===== src/rtl/core/fcr_pkg.sv =====
// shared types and constants for the fir convolution reverb block
`timescale 1ns / 1ps

package fcr_pkg;

    // divisor applied after the q15 rescale
    localparam int DIVIDE_BY = 10;

    typedef enum logic [1:0] {
        ACT_SAMPLE = 2'd0,
        ACT_LOAD   = 2'd1,
        ACT_CLEAR  = 2'd2
    } action_t;

    typedef enum logic [2:0] {
        S_IDLE,
        S_MAC,
        S_DRAIN,
        S_DIV,
        S_DONE
    } state_t;

    typedef struct packed {
        logic take_sample;
        logic take_load;
        logic take_clear;
        logic issue;
        logic div_load;
        logic div_step;
        logic out_load;
    } cmd_t;

    typedef struct packed {
        logic issue_done;
        logic pipe_busy;
        logic div_done;
        logic out_busy;
    } status_t;

endpackage


===== src/rtl/core/fcr_ctrl.sv =====
// sequencing state machine for the fir convolution reverb block
`timescale 1ns / 1ps

module fcr_ctrl (
    input  logic             clk,
    input  logic             rst_n,
    input  logic             in_valid,
    output logic             in_ready,
    input  fcr_pkg::action_t action,
    input  fcr_pkg::status_t status,
    output fcr_pkg::cmd_t    cmd
);
    import fcr_pkg::*;

    state_t state_reg;
    state_t state_next;
    logic   take;

    assign in_ready = (state_reg == S_IDLE);
    assign take     = in_valid && in_ready;

    always_ff @(posedge clk or negedge rst_n)
    begin
        if (!rst_n)
        begin
            state_reg <= S_IDLE;
        end
        else
        begin
            state_reg <= state_next;
        end
    end

    always_comb
    begin
        state_next = state_reg;
        case (state_reg)
            S_IDLE:
            begin
                if (take && action == ACT_SAMPLE)
                begin
                    state_next = S_MAC;
                end
            end
            S_MAC:
            begin
                if (status.issue_done)
                begin
                    state_next = S_DRAIN;
                end
            end
            S_DRAIN:
            begin
                if (!status.pipe_busy)
                begin
                    state_next = S_DIV;
                end
            end
            S_DIV:
            begin
                if (status.div_done)
                begin
                    state_next = S_DONE;
                end
            end
            S_DONE:
            begin
                if (!status.out_busy)
                begin
                    state_next = S_IDLE;
                end
            end
            default:
            begin
                state_next = S_IDLE;
            end
        endcase
    end

    always_comb
    begin
        cmd = '0;
        case (state_reg)
            S_IDLE:
            begin
                if (take)
                begin
                    case (action)
                        ACT_SAMPLE: cmd.take_sample = 1'b1;
                        ACT_LOAD:   cmd.take_load   = 1'b1;
                        ACT_CLEAR:  cmd.take_clear  = 1'b1;
                        default:    cmd = '0;
                    endcase
                end
            end
            S_MAC:   cmd.issue    = !status.issue_done;
            S_DRAIN: cmd.div_load = !status.pipe_busy;
            S_DIV:   cmd.div_step = !status.div_done;
            S_DONE:  cmd.out_load = !status.out_busy;
            default: cmd = '0;
        endcase
    end

endmodule


===== config.mk =====
export PLATFORM = sky130hd
export DESIGN_NAME = fcr_ctrl
export DESIGN_NICKNAME = d
export VERILOG_FILES = /design/src/rtl/core/fcr_pkg.sv /design/src/rtl/core/fcr_ctrl.sv
export SDC_FILE = /design/constraint.sdc
export NUM_CORES = 1
export LEC_CHECK = 0
export ABC_AREA = 1
export BUFFER_PORTS_ARGS = -buffer_cell sky130_fd_sc_hd__buf_2
export CAP_MARGIN = 20
export CORE_AREA = 2 2 39 41
export CTS_BUF_LIST = sky130_fd_sc_hd__clkbuf_16
export DETAILED_ROUTE_END_ITERATION = 10
export DIE_AREA = 0 0 41 43
export PLACE_DENSITY = 0.43
export SETUP_SLACK_MARGIN = 0.3
export SLEW_MARGIN = 20
export SYNTH_ARGS = -nofsm -noshare
export SYNTH_HDL_FRONTEND = slang
export SYNTH_SLANG_ARGS = --single-unit

===== constraint.sdc =====
create_clock -name clk -period 2.23 [get_ports clk]
set_input_delay 0.223 -clock clk [delete_from_list [all_inputs] [get_ports clk]]
set_output_delay 0.223 -clock clk [all_outputs]
set_load 0.02 [all_outputs]

==> out/metrics.csv <==
stage,metric,value,unit
status,status,"complete, no violations",
clocking,Max clock buf depth,2,
setup_path,"Slowest-stage cell, CP",dfrtp_1,
sta,Final setup viols,0,
global_route,grt ovf,0,
clocking,Clock transition at path regs,0.03,ns
setup_path,reg2reg path depth,4,
setup_path,CP Class,flop to primary output,
logic_synthesis,largest cells by area after synthesis,"dfrtp_1, nand2_1, inv_1",
logic_synthesis,Seq cells post-synth,3,
sta,post-route clock period utilization,72.5,%
floorplanning,Starting Density,19.0,%
route,1st-iter DRT viols,5,
clocking,CTS buffer count,3,
pwr,peak supply drop,0.000616,V
final_layout,Syn-to-layout area delta,71.9,%
route,via count,330,
placed_design,gp weighted congestion,0.642,
logic_synthesis,mean post-synth cell area,5.84,µm²
setup_path,WP depth,4,
setup_path,CP Capture Point,cmd[4],
logic_synthesis,Synth area leader,dfrtp_1,
clocking,CTS sink count,3,
logic_synthesis,"Seq/Total Area, Yosys",28.6,%
logic_synthesis,commonest cells in the netlist,"nand2_1, inv_1, nor2_1",
logic_synthesis,Post-synth EDFFs,0,
placed_design,I/O Buffers,16,
floorplanning,Die Span Y,43,µm
pwr,leakage power,0.000294,µW
setup_path,CP Max Fanout,6,
logic_synthesis,post-synth cell types,10,
logic_synthesis,post-synthesis async set-or-reset flop share,100,%
setup_path,CP bufs+invs,1,
route,vias per cell,4.02,
setup_path,family with the most delay on the worst path,simple AND/OR/NAND/NOR gates,
sta,Max Clk Rate,619,MHz
placed_design,DP HPWL,518,µm
clocking,H-tree levels,1,
sta,Final min period,1.62,ns
global_route,initial antenna violation count,0,
logic_synthesis,Synthesized Nets,54,
final_layout,nets,76,
final_layout,max reg flops,3,
placed_design,placed cell area,363,µm²
sta,RSZ-0062 raised after global routing,false,
sta,setup_tns,0,ns
final_layout,# diodes,0,
setup_path,CP arrival,1.39,ns
setup_path,Crit. End Element,primary output,
pwr,total power,668,µW
sta,Pins Over Slew Limit,0,
route,routed len/inst,7.45,µm
flow_run,MaxCap Viol Count,0,
setup_path,r2r endpoint,state_reg[1],
global_route,first-pass GRT wire length,959,µm
setup_path,Critical Path Start,state_reg[2],
global_route,largest net degree at the start of global routing,7,
global_route,Tot GR Track Use,8.75,%
sta,Fin. Hold Viols,0,
clocking,"Setup Fix Bufs, Post-CTS",0,
route,Routed Wire Length,611,µm
setup_path,worst endpoint required time,2.01,ns
global_route,vias in the first global route,255,
logic_synthesis,warnings from Yosys,0,
sta,Worst Skew,0.00149,ns
setup_path,Worst setup SP type,flop,
final_layout,layout cells sized above 1,34.8,%
clocking,clock tree root driver cell,clkbuf_16,
route,Post-DRT Antenna Nets,0,
pwr,power per cell area,1480,nW/µm²
floorplanning,Site Rows,14,
clocking,worst-skew pair later-pin latency,0.22,ns
final_layout,fin area,452,µm²
setup_path,biggest cell delay along the critical path,0.42,ns
clocking,Post-CTS Hold Buffers,1,
logic_synthesis,Synth Cell Area,263,µm²
logic_synthesis,ys flop type,dfrtp_1,
clocking,cts repair resizes,0,
setup_path,"reg-to-reg slack, setup",1.10,ns
sta,Hold Slack,0.308,ns
hold_path,worst min path class,input port to flop,
floorplanning,Die X,41,µm
logic_synthesis,synthesized instance count,45,
sta,Setup WS post-layout,0.613,ns
placed_design,Setup Slack @ Placement,0.831,ns
floorplanning,core area,1380,µm²
route,First-pass DRT Iterations,3,
setup_path,critical-path cell list,nor3_2 -> nand2_1 -> nor3_1 -> buf_2,
setup_path,Crit Reg-Reg Startpoint,state_reg[2],
sta,Worst slew margin,82.0,%
floorplanning,full die area,1760,µm²
logic_synthesis,cell with the most instances after synthesis,nand2_1,
route,DRC viols,0,
sta,Worst-Margin Slew,0.268,ns
logic_synthesis,area fraction of the dominant cell type after synthesis,28.6,%
clocking,CTS tree,done,
floorplanning,Ports,17,
where the power goes:
group          switching [µW]  leakage [µW]  internal (µW)  total [µW]
logic                     178      0.000213           99.2         277
registers                36.0     0.0000385           79.9         116
clock network            44.4     0.0000423            231         275
total                     258      0.000294            410         668
placed cells by master, fill, tap and decap left out, drive strengths merged:
cell and instances:
buf 16, nand2 14, nor2 8, inv 11, nor3 3, clkbuf 3
dlygate4sd3 1, dfrtp 3, nand3 6, o31ai 1
worst min-delay path by stage:
stage | startpoint | to | cells after the start
4_1_cts | status[0] | state_reg[2] | 3
3_5_place_dp | rst_n | state_reg[0] | 1
2_1_floorplan | rst_n | state_reg[0] | 0
5_1_grt | rst_n | state_reg[0] | 2
6_report | status[0] | state_reg[2] | 3
3_3_place_gp | rst_n | state_reg[0] | 1
tightest hold or removal path, stage by stage:
cell,delay (ns)
buf_2,0.09
nand3_1,0.10
nand2_1,0.08
final cells by class:
type	instances	area, µm²
clock buffers	3	75.1
inverters	10	37.5
flip-flops and latches	3	75.1
repair buffers	17	90.1
clock inverters	1	3.75
well taps	16	20.0
multi-input cells	32	150
fillers	154	932
through the flow:
stage | std cells | util, %
final | 82 | 32.6
after global routing | 82 | 32.6
after CTS | 82 | 32.6
after detailed placement | 77 | 26.2
after global placement | 77 | 26.2
after floorplan | 45 | -
cell families after synthesis:
group / synth area share [%]
simple gates: 52.4
buf+inv: 14.3
flops: 28.6
compound gates: 4.76
layer usage:
metal	up-vias	track usage, %	wire length, µm
met3	0	7.85	64
met4	0	4.00	0
met5	-	0	0
met1	133	9.71	303
met2	15	11.3	244
li1	182	-	-
No activity file was read; power rests on OpenSTA's default activity.
